--- config.mk ---
export PLATFORM = sky130hd
export DESIGN_NAME = dcx_ctrl
export DESIGN_NICKNAME = d
export VERILOG_FILES = /design/src/hw/rtl/dcx_pkg.sv /design/src/hw/rtl/dcx_ctrl.sv
export SDC_FILE = /design/constraint.sdc
export NUM_CORES = 1
export LEC_CHECK = 0
export ABC_AREA = 1
export BUFFER_PORTS_ARGS = -buffer_cell sky130_fd_sc_hd__buf_2
export CAP_MARGIN = 20
export CORE_MARGIN = 2
export CORE_UTILIZATION = 48
export DETAILED_ROUTE_END_ITERATION = 16
export GPL_TIMING_DRIVEN = 0
export PLACE_DENSITY = 0.82
export SYNTH_ARGS = -nofsm -noshare
export SYNTH_HDL_FRONTEND = slang
export SYNTH_SLANG_ARGS = --single-unit
--- constraint.sdc ---
create_clock -name clk -period 2.2 [get_ports clk]
set_clock_uncertainty 0.15 [all_clocks]
set_input_delay 0.22 -clock clk [delete_from_list [all_inputs] [get_ports clk]]
set_output_delay 0.22 -clock clk [all_outputs]
set_load 0.03 [all_outputs]
--- src/hw/rtl/dcx_pkg.sv ---
package dcx_pkg;

  localparam int MAX_PAGES_DEF      = 1024;
  localparam int MIN_PAGE_BYTES_DEF = 128;

  localparam int WORD_W   = 32;
  localparam int COUNT_W  = 11;
  localparam int INDEX_W  = 10;
  localparam int REG_IDX_W = 1;

  localparam logic [WORD_W-1:0] MAGIC_RESET = 32'd987654321;

  localparam logic [REG_IDX_W-1:0] REG_FILE_LENGTH = 1'b0;
  localparam logic [REG_IDX_W-1:0] REG_MAGIC_VALUE = 1'b1;

  localparam logic FUNC_HEADER = 1'b0;
  localparam logic FUNC_QUERY  = 1'b1;

  typedef enum logic [1:0] {
    ST_OK      = 2'd0,
    ST_TRUNC   = 2'd1,
    ST_INVALID = 2'd2,
    ST_NODIR   = 2'd3
  } status_t;

  typedef enum logic [1:0] {
    OUT_PLAIN,  // given status, no count, no span
    OUT_COUNT,  // given status with the page count
    OUT_CHECK,  // directory check verdict
    OUT_SPAN    // page span query answer
  } out_kind_t;

  typedef enum logic [2:0] {
    S_IDLE,
    S_VINIT,
    S_QSTART,
    S_SCAN,
    S_EMIT
  } state_t;

  typedef struct packed {
    logic      clear_count;
    logic      store;
    logic      read_index;
    logic      scan_init;
    logic      scan_query;
    logic      scan_step;
    logic      out_load;
    out_kind_t out_kind;
    status_t   out_status;
  } dcx_cmd_t;

  typedef struct packed {
    logic fl_lt4;
    logic fl_lt8;
    logic magic_eq;
    logic word_zero;
    logic count_zero;
    logic at_max;
    logic store_full;
    logic store_trunc;
    logic idx_ok;
    logic scan_done;
    logic val_ok;
  } dcx_stat_t;

endpackage

--- src/hw/rtl/dcx_ctrl.sv ---
module dcx_ctrl
  import dcx_pkg::*;
(
  input  logic      clk,
  input  logic      rst,
  input  logic      in_valid,
  output logic      in_stall,
  input  logic      func,
  input  logic      first_word,
  output logic      out_valid,
  input  logic      out_stall,
  input  dcx_stat_t stat,
  output dcx_cmd_t  cmd
);

  state_t state, state_next;
  logic   collect, collect_next;
  logic   good, good_next;
  logic   query_mode, query_mode_next;
  logic   out_valid_next;
  logic   slot_free;

  always_ff @(posedge clk) begin
    if (rst) begin
      state      <= S_IDLE;
      collect    <= 1'b0;
      good       <= 1'b0;
      query_mode <= 1'b0;
      out_valid  <= 1'b0;
    end else begin
      state      <= state_next;
      collect    <= collect_next;
      good       <= good_next;
      query_mode <= query_mode_next;
      out_valid  <= out_valid_next;
    end
  end

  always_comb begin
    state_next      = state;
    collect_next    = collect;
    good_next       = good;
    query_mode_next = query_mode;
    cmd             = '0;
    cmd.scan_query  = query_mode;
    slot_free       = !out_valid || !out_stall;
    // take a word only when a result it may cause has room
    in_stall        = (state != S_IDLE) || !slot_free;

    unique case (state)
      S_IDLE: begin
        if (in_valid && !in_stall) begin
          if (func == FUNC_HEADER) begin
            if (first_word) begin
              cmd.clear_count = 1'b1;
              good_next       = 1'b0;
              collect_next    = 1'b0;
              if (stat.fl_lt4) begin
                cmd.out_load   = 1'b1;
                cmd.out_kind   = OUT_PLAIN;
                cmd.out_status = ST_TRUNC;
              end else if (!stat.magic_eq) begin
                cmd.out_load   = 1'b1;
                cmd.out_kind   = OUT_PLAIN;
                cmd.out_status = ST_INVALID;
              end else if (stat.fl_lt8) begin
                // no room for even one entry
                cmd.out_load   = 1'b1;
                cmd.out_kind   = OUT_PLAIN;
                cmd.out_status = ST_TRUNC;
              end else begin
                collect_next = 1'b1;
              end
            end else if (collect) begin
              if (stat.word_zero) begin
                collect_next = 1'b0;
                if (stat.count_zero) begin
                  cmd.out_load   = 1'b1;
                  cmd.out_kind   = OUT_PLAIN;
                  cmd.out_status = ST_INVALID;
                end else begin
                  query_mode_next = 1'b0;
                  state_next      = S_VINIT;
                end
              end else if (stat.at_max) begin
                collect_next    = 1'b0;
                query_mode_next = 1'b0;
                state_next      = S_VINIT;
              end else begin
                cmd.store = 1'b1;
                if (stat.store_full) begin
                  collect_next    = 1'b0;
                  query_mode_next = 1'b0;
                  state_next      = S_VINIT;
                end else if (stat.store_trunc) begin
                  collect_next   = 1'b0;
                  cmd.out_load   = 1'b1;
                  cmd.out_kind   = OUT_PLAIN;
                  cmd.out_status = ST_TRUNC;
                end
              end
            end
          end else begin
            if (!good) begin
              cmd.out_load   = 1'b1;
              cmd.out_kind   = OUT_PLAIN;
              cmd.out_status = ST_NODIR;
            end else if (!stat.idx_ok) begin
              cmd.out_load   = 1'b1;
              cmd.out_kind   = OUT_COUNT;
              cmd.out_status = ST_INVALID;
            end else begin
              cmd.read_index  = 1'b1;
              query_mode_next = 1'b1;
              state_next      = S_QSTART;
            end
          end
        end
      end
      S_VINIT: begin
        cmd.scan_init = 1'b1;
        state_next    = S_SCAN;
      end
      S_QSTART: begin
        cmd.scan_init = 1'b1;
        state_next    = S_SCAN;
      end
      S_SCAN: begin
        cmd.scan_step = 1'b1;
        if (stat.scan_done) begin
          state_next = S_EMIT;
        end
      end
      S_EMIT: begin
        if (slot_free) begin
          cmd.out_load = 1'b1;
          cmd.out_kind = query_mode ? OUT_SPAN : OUT_CHECK;
          if (!query_mode) begin
            good_next = stat.val_ok;
          end
          state_next = S_IDLE;
        end
      end
      default: state_next = S_IDLE;
    endcase

    out_valid_next = cmd.out_load ? 1'b1 : (slot_free ? 1'b0 : out_valid);
  end

  a_no_overwrite: assert property (@(posedge clk) disable iff (rst)
    cmd.out_load |-> slot_free)
    else $error("result register loaded while a word is pending");

  a_store_when_collecting: assert property (@(posedge clk) disable iff (rst)
    cmd.store |-> (collect && state == S_IDLE))
    else $error("offset stored outside directory collection");

  a_emit_done: assert property (@(posedge clk) disable iff (rst)
    (state == S_EMIT && slot_free) |=> (out_valid && state == S_IDLE))
    else $error("scan result not presented");

  a_query_needs_dir: assert property (@(posedge clk) disable iff (rst)
    (state == S_QSTART) |-> good)
    else $error("span query started without a good directory");

endmodule

After elaboration in Yosys (flattened, before gate mapping)
Index checks and enable logic that the tools add are counted.

Equality and inequality tests: 20. Mux-type cells: 70. Bitwise operators: 1. Reductions and logical operators: 18.

Operators by type and width (count): $mux 5 (14); $mux 3 (15); $mux 1 (36); $ne 3x3->1 const B (5); $ne 2x2->1 const B (7); $pmux 3 s4 (1); $reduce_and 9->1 (1); $reduce_and 8->1 (1); $eq 3x2->1 const B (2); $pmux 3 s2 (1); $reduce_and 6->1 (1); $reduce_bool 2->1 (3); $ne 5x5->1 const B (1); $logic_not 1->1 (4); $mux 2 (2); $ne 2x1->1 const B (2); $ne 4x4->1 const B (1); $reduce_bool 4->1 (1); $eq 3x1->1 const B (1); $eq 3x3->1 const B (1); $logic_not 3->1 (1); $reduce_and 3->1 (1); $reduce_bool 3->1 (1); $logic_or 1x1->1 (2); 4 further kinds (4).

Flip-flop bits (word level): 7. Input port bits: 17. Output and inout port bits: 13. Word-level logic and storage cells: 114.

Depth between registers and ports, before layout
Gate-level depths: netlist of run 1.

Depth in word-level cells: 10. Mapped depth: 10. Gate-level depth less buffers: 10.

Worst setup path before layout of run 1
OpenSTA, ideal clock, no wires.

Path kind: register to output. From: register out_valid. To: output port cmd[2] in the netlist's numbering. Arrival time: 1489 ps. Required time: 1830 ps. Path slack: 341 ps. Stages on the path, launching flop included: 4. Buffers on the path: 0. Path through: dfxtp_1 -> nand2_1 -> nand3_4 -> o31ai_1.

RTL lines: start: declaration (RTL line dcx_ctrl.sv:10) `output logic out_valid,`; start signal: assignment (RTL line dcx_ctrl.sv:35) `out_valid <= out_valid_next;`; end: declaration (RTL line dcx_ctrl.sv:13) `output dcx_cmd_t cmd`.

==> results of run 1 <==
==> cells in the mapped netlist (all sizes together) <==
master	count	area, um^2
o21a	1	7.51
nand2	32	123
nand4	1	6.26
nor3	1	5.00
o21ai	8	40.0
dfxtp	7	140
nand3b	1	7.51
o31ai	1	7.51
nor3b	1	7.51
inv	19	71.3
nand3	12	72.6
a21oi	7	35.0
o31a	1	8.76
buf	2	15.0
nor2	19	86.3
==> worst max-delay path by stage <==
| stage | endpoint | slack (ps) | cells past startpoint |
|---|---|---|---|
| global route | cmd[4] | 100 | 10 |
| CTS | cmd[4] | 220 | 9 |
| floorplan | cmd[2] | 340 | 3 |
| finish | cmd[4] | 230 | 9 |
| global placement | cmd[4] | 490 | 10 |
| detailed placement | cmd[4] | 490 | 10 |
==> per-stage QoR <==
step	util	instances	area (um^2)	worst slack, ps
6_report	0.649	161	823	234
5_1_grt	0.649	161	823	101
4_1_cts	0.649	161	823	223
3_5_place_dp	0.628	157	797	489
3_3_place_gp	0.628	157	797	487
2_1_floorplan	-	113	633	341
==> power groups by stage <==
stage | Sequential [mW] | Clock, mW | Combinational (mW)
floorplan | 0.140 | 0 | 0.0673
global placement | 0.138 | 0 | 0.105
detailed placement | 0.138 | 0 | 0.107
CTS | 0.135 | 0.120 | 0.107
global route | 0.136 | 0.123 | 0.120
finish | 0.136 | 0.114 | 0.107
==> final cells by class <==
class / count / area (um^2)
inverter: 19 / 71.3
fill: 135 / 445
tap: 15 / 18.8
buffer: 2 / 15.0
sequential: 7 / 140
timing repair buffer: 29 / 145
clock buffer: 4 / 26.3
multi-input combinational: 85 / 407
==> sequential cells by signal (all words and copies together), names as in the netlist <==
| register | cells |
|---|---|
| state | 3 |
| good | 1 |
| out_valid | 1 |
| query_mode | 1 |
| collect | 1 |
==> critical path, cell delays in order (launching register included) <==
cell and delay (ps):
dfxtp_1 320, inv_2 50, nand2_1 90, nor2_4 150, nand3_4 130, nor2_2 130, nand2_1 80, o21ai_0 80
buf_4 130, buf_2 180
==> cells by family (layout without fill, tap and decap cells) <==
| family | count (synthesis) | after routing | synth area share |
|---|---|---|---|
| and+or+nand+nor | 67 | 67 | 0.486 |
| buffers and inverters | 21 | 54 | 0.136 |
| AOI/OAI and AO/OA | 18 | 18 | 0.156 |
| DFF | 7 | 7 | 0.221 |
==> placed cells by master, fill, tap and decap left out <==
cell type / n
nand2_1: 31
buf_2: 29
nor2_1: 15
inv_1: 14
nand3_1: 11
a21oi_1: 7
dfxtp_1: 7
inv_2: 5
o21ai_0: 5
nor2_2: 3
o21ai_1: 3
clkbuf_4: 3
buf_4: 2
nor2_4: 1
nand3_4: 1
o31ai_1: 1
nand4_1: 1
o21a_1: 1
nand2_2: 1
nor3_1: 1
o31a_1: 1
nor3b_1: 1
nand3b_1: 1
clkbuf_1: 1
==> layer usage <==
metal / global-route usage / share of wire / vias up
met5: 0 / 0 / -
met4: 0.0500 / 0.011 / 0
met3: 0.0667 / 0.061 / 4
met2: 0.375 / 0.48 / 19
met1: 0.274 / 0.45 / 369
li1: - / - / 427
==> impl_metrics.env, run 1 <==
export IMPL_via_count=819
export IMPL_wire_per_inst_um=9.60
export IMPL_cts_made_buffers=3
export IMPL_cts_repair_resized=0
export IMPL_clkTransAtPathRegs_ps=50
export IMPL_cts_setup_buffers=0
export IMPL_r2r_end="query_mode$_SDFFE_PP0P_"
export IMPL_worstPathMaxFanout=8
export IMPL_grt_pass1_vias=625
export IMPL_h_tree_depth=1
export IMPL_critPathCaptureType="output port"
export IMPL_grt_max_degree=9
export IMPL_slew_viol_final=0
export IMPL_p_sw_mw=0.118
export IMPL_worst_slew_pin_slew_ps=236
export IMPL_status="completed"
export IMPL_p_leak_nw=0.503
export IMPL_antenna_found_initial=0
export IMPL_regToRegSetupSlack_ps=840
export IMPL_ys_ff_latch=7
export IMPL_die_w_um=40.3
export IMPL_dieHeight_um=40.3
export IMPL_area_growth_pct=30.0
export IMPL_dpl_hpwl_mm=1.32
export IMPL_dr_pass1_iters=4
export IMPL_crit_path_start="state[1]$_SDFFE_PP0P_"
export IMPL_internal_power_mw=0.239
export IMPL_syn_area_per_cell_um2=5.60
export IMPL_drive_gt1_frac=0.308
export IMPL_portBuffers=29
export IMPL_hold_slack_ps=46.6
export IMPL_drt_iter0_markers=16
export IMPL_cts_sinks=7
export IMPL_ys_types=21
export IMPL_yosysSeqAreaShare=0.221
export IMPL_clkPwrFrac=0.320
export IMPL_critPathLaunchType="flop"
export IMPL_grt_pass1_wl_mm=2.38
export IMPL_io_pins=30
export IMPL_rr_worst_depth=8
export IMPL_power_density_nw_per_um2=433
export IMPL_wl_mm=1.55
export IMPL_min_from="rst"
export IMPL_grt_use_total=0.222
export IMPL_p_seq_frac=0.380
export IMPL_synth_cells=113
export IMPL_setup_tns_ps=0
export IMPL_routabilityCongestion=0.911
export IMPL_crit_required_ps=1830
export IMPL_synthesis_nets=130
export IMPL_hold_depth=2
export IMPL_hold_class="primary input to flop"
export IMPL_yosysWarnings=0
export IMPL_core_um2=1270
export IMPL_die_area_um2=1630
export IMPL_setup_viol=0
export IMPL_hold_viol_final=0
export IMPL_synth_area_um2=633
export IMPL_timing_final_crit_share=0.894
export IMPL_viasPerCell=5.09
export IMPL_power_share_combinational=0.300
export IMPL_start_util=0.499
export IMPL_post_route_drc_count=0
export IMPL_overflow=0
export IMPL_r2r_start="state[1]$_SDFFE_PP0P_"
export IMPL_rows=13
export IMPL_n_antenna_cell=0
export IMPL_total_power_mw=0.357
export IMPL_rsz0062_at_grt="no"
export IMPL_peakVddDrop_mv=0.450
export IMPL_drv_cap=0
export IMPL_cts_buffer_depth=2
export IMPL_relSlewSlack=0.842
export IMPL_period_minus_slack_ps=1970
export IMPL_worst_ep_arrival_time_ps=1600
export IMPL_cts_tree="built"
export IMPL_fmax_mhz=509
export IMPL_cts_root_buf="clkbuf_4"
export IMPL_clk_latency_ps=250
export IMPL_antenna_left=0
export IMPL_swShare=0.329
export IMPL_holdPathEnd="state[2]$_SDFFE_PP0P_"
export IMPL_fin_nets=164
export IMPL_cts_hold_buffers=0
export IMPL_critical_path_class="flop to output port"
No activity file was read; power rests on OpenSTA's default activity.
==> inputs of run 2 (changes only) <==
RECOVER_POWER = 100   (was default)
==> impl_metrics.env, run 2 (same netlist as run 1, synthesis figures left out) <==
export IMPL_critPathLaunchType="flop"
export IMPL_rr_worst_depth=8
export IMPL_wire_per_inst_um=9.62
export IMPL_r2r_start="state[1]$_SDFFE_PP0P_"
export IMPL_clkPwrFrac=0.322
export IMPL_peakVddDrop_mv=0.450
export IMPL_dr_pass1_iters=4
export IMPL_antenna_found_initial=0
export IMPL_clkTransAtPathRegs_ps=50
export IMPL_slew_viol_final=0
export IMPL_critPathMaxStageDelay_ps=320
export IMPL_die_w_um=40.3
export IMPL_p_sw_mw=0.117
export IMPL_critPathCaptureType="output port"
export IMPL_internal_power_mw=0.237
export IMPL_cts_repair_resized=0
export IMPL_portBuffers=29
export IMPL_grt_pass1_vias=625
export IMPL_hold_slack_ps=46.2
export IMPL_power_density_nw_per_um2=439
export IMPL_fillers=146
export IMPL_dieHeight_um=40.3
export IMPL_wl_mm=1.55
export IMPL_critical_path_class="flop to output port"
export IMPL_seq_area_um2=140
export IMPL_crit_slowest_cell="dfxtp_1"
export IMPL_period_minus_slack_ps=1980
export IMPL_via_count=803
export IMPL_routabilityCongestion=0.911
export IMPL_hold_class="primary input to flop"
export IMPL_crit_required_ps=1830
export IMPL_grt_max_degree=9
export IMPL_cts_tree="built"
export IMPL_worst_ep_arrival_time_ps=1610
export IMPL_rows=13
export IMPL_drv_cap=0
export IMPL_cts_buffer_depth=2
export IMPL_drive_gt1_frac=0.219
export IMPL_setup_ws_ps=220
export IMPL_antenna_left=0
export IMPL_setup_tns_ps=0
export IMPL_n_antenna_cell=0
export IMPL_p_leak_nw=0.452
export IMPL_clk_latency_ps=250
export IMPL_timing_critical_path_mode_cell="nand2_1"
export IMPL_worst_slew_pin_slew_ps=370
export IMPL_rsz0062_at_grt="no"
export IMPL_cts_sinks=7
export IMPL_grt_use_total=0.222
export IMPL_h_tree_depth=1
export IMPL_area_growth_pct=27.3
export IMPL_total_power_mw=0.354
export IMPL_cp_depth=9
export IMPL_relSlewSlack=0.754
export IMPL_fin_nets=164
export IMPL_cts_made_buffers=3
export IMPL_crit_chain="inv_2, nand2_1, nor2_4, nand3_4, nor2_2, nand2_1, o21ai_0, buf_4, clkbuf_2"
export IMPL_die_area_um2=1630
export IMPL_dp_slack_ps=489
export IMPL_status="completed"
export IMPL_viasPerCell=4.99
export IMPL_fmax_mhz=505
export IMPL_io_pins=30
export IMPL_largest_reg_flops=3
export IMPL_core_um2=1270
export IMPL_overflow=0
export IMPL_multi_input_area_um2=404
export IMPL_start_util=0.499
export IMPL_cts_setup_buffers=0
export IMPL_regToRegSetupSlack_ps=820
export IMPL_dpl_hpwl_mm=1.32
export IMPL_cts_root_buf="clkbuf_4"
export IMPL_p_seq_frac=0.383
export IMPL_cts_hold_buffers=0
export IMPL_swShare=0.332
export IMPL_final_core_util=0.635
export IMPL_hold_viol_final=0
export IMPL_post_route_drc_count=0
export IMPL_power_share_combinational=0.295
export IMPL_regMostFlops="state"
export IMPL_crit_path_start="state[1]$_SDFFE_PP0P_"
export IMPL_drt_iter0_markers=8
export IMPL_setup_viol=0
export IMPL_cp_num_buf_inv=3
export IMPL_timing_final_crit_share=0.900
export IMPL_r2r_end="query_mode$_SDFFE_PP0P_"
export IMPL_grt_pass1_wl_mm=2.38
export IMPL_final_cell_mix="31 x nand2_1, 16 x nor2_1, 16 x buf_2"
export IMPL_path_delay_family="simple AND/OR/NAND/NOR gates"
export IMPL_worstPathMaxFanout=8
export IMPL_final_common_cell="nand2_1"
export IMPL_endpoint="cmd[4]"
==> run 2: final cells by class <==
type                            count  area share
Buffer                              2      0.0186
Sequential cell                     7       0.174
Multi-Input combinational cell     85       0.502
Timing Repair Buffer               29       0.161
Clock buffer                        4      0.0326
Inverter                           19      0.0885
Tap cell                           15      0.0233
==> run 2: power by group through the flow <==
stage               registers, mW  logic (mW)  clock network, mW
finish                      0.136       0.104              0.114
detailed placement          0.138       0.107                  0
global route                0.136       0.117              0.123
CTS                         0.135       0.107              0.120
floorplan                   0.140      0.0673                  0
global placement            0.138       0.105                  0
==> run 2: worst min-delay path by stage <==
| stage | endpoint | startpoint | cells past startpoint | slack [ps] |
|---|---|---|---|---|
| 4_1_cts | query_mode$_SDFFE_PP0P_ | rst | 2 | 40 |
| 3_5_place_dp | state[1]$_SDFFE_PP0P_ | rst | 2 | 310 |
| 2_1_floorplan | state[0]$_SDFFE_PP0P_ | rst | 1 | 140 |
| 5_1_grt | query_mode$_SDFFE_PP0P_ | rst | 2 | 50 |
| 3_3_place_gp | state[1]$_SDFFE_PP0P_ | rst | 2 | 300 |
| 6_report | state[2]$_SDFFE_PP0P_ | rst | 2 | 50 |
==> run 2: through the flow <==
step	instances	cell area, um^2
after global placement	157	797
after detailed placement	157	797
after CTS	161	823
after global routing	161	806
final	161	806
after floorplan	113	633
==> run 2: layer usage <==
layer | vias up | wire, um | global-route usage
li1 | 426 | - | -
met1 | 356 | 738 | 0.274
met2 | 17 | 716 | 0.375
met3 | 4 | 78 | 0.0667
met4 | 0 | 17 | 0.0500
met5 | - | 0 | 0
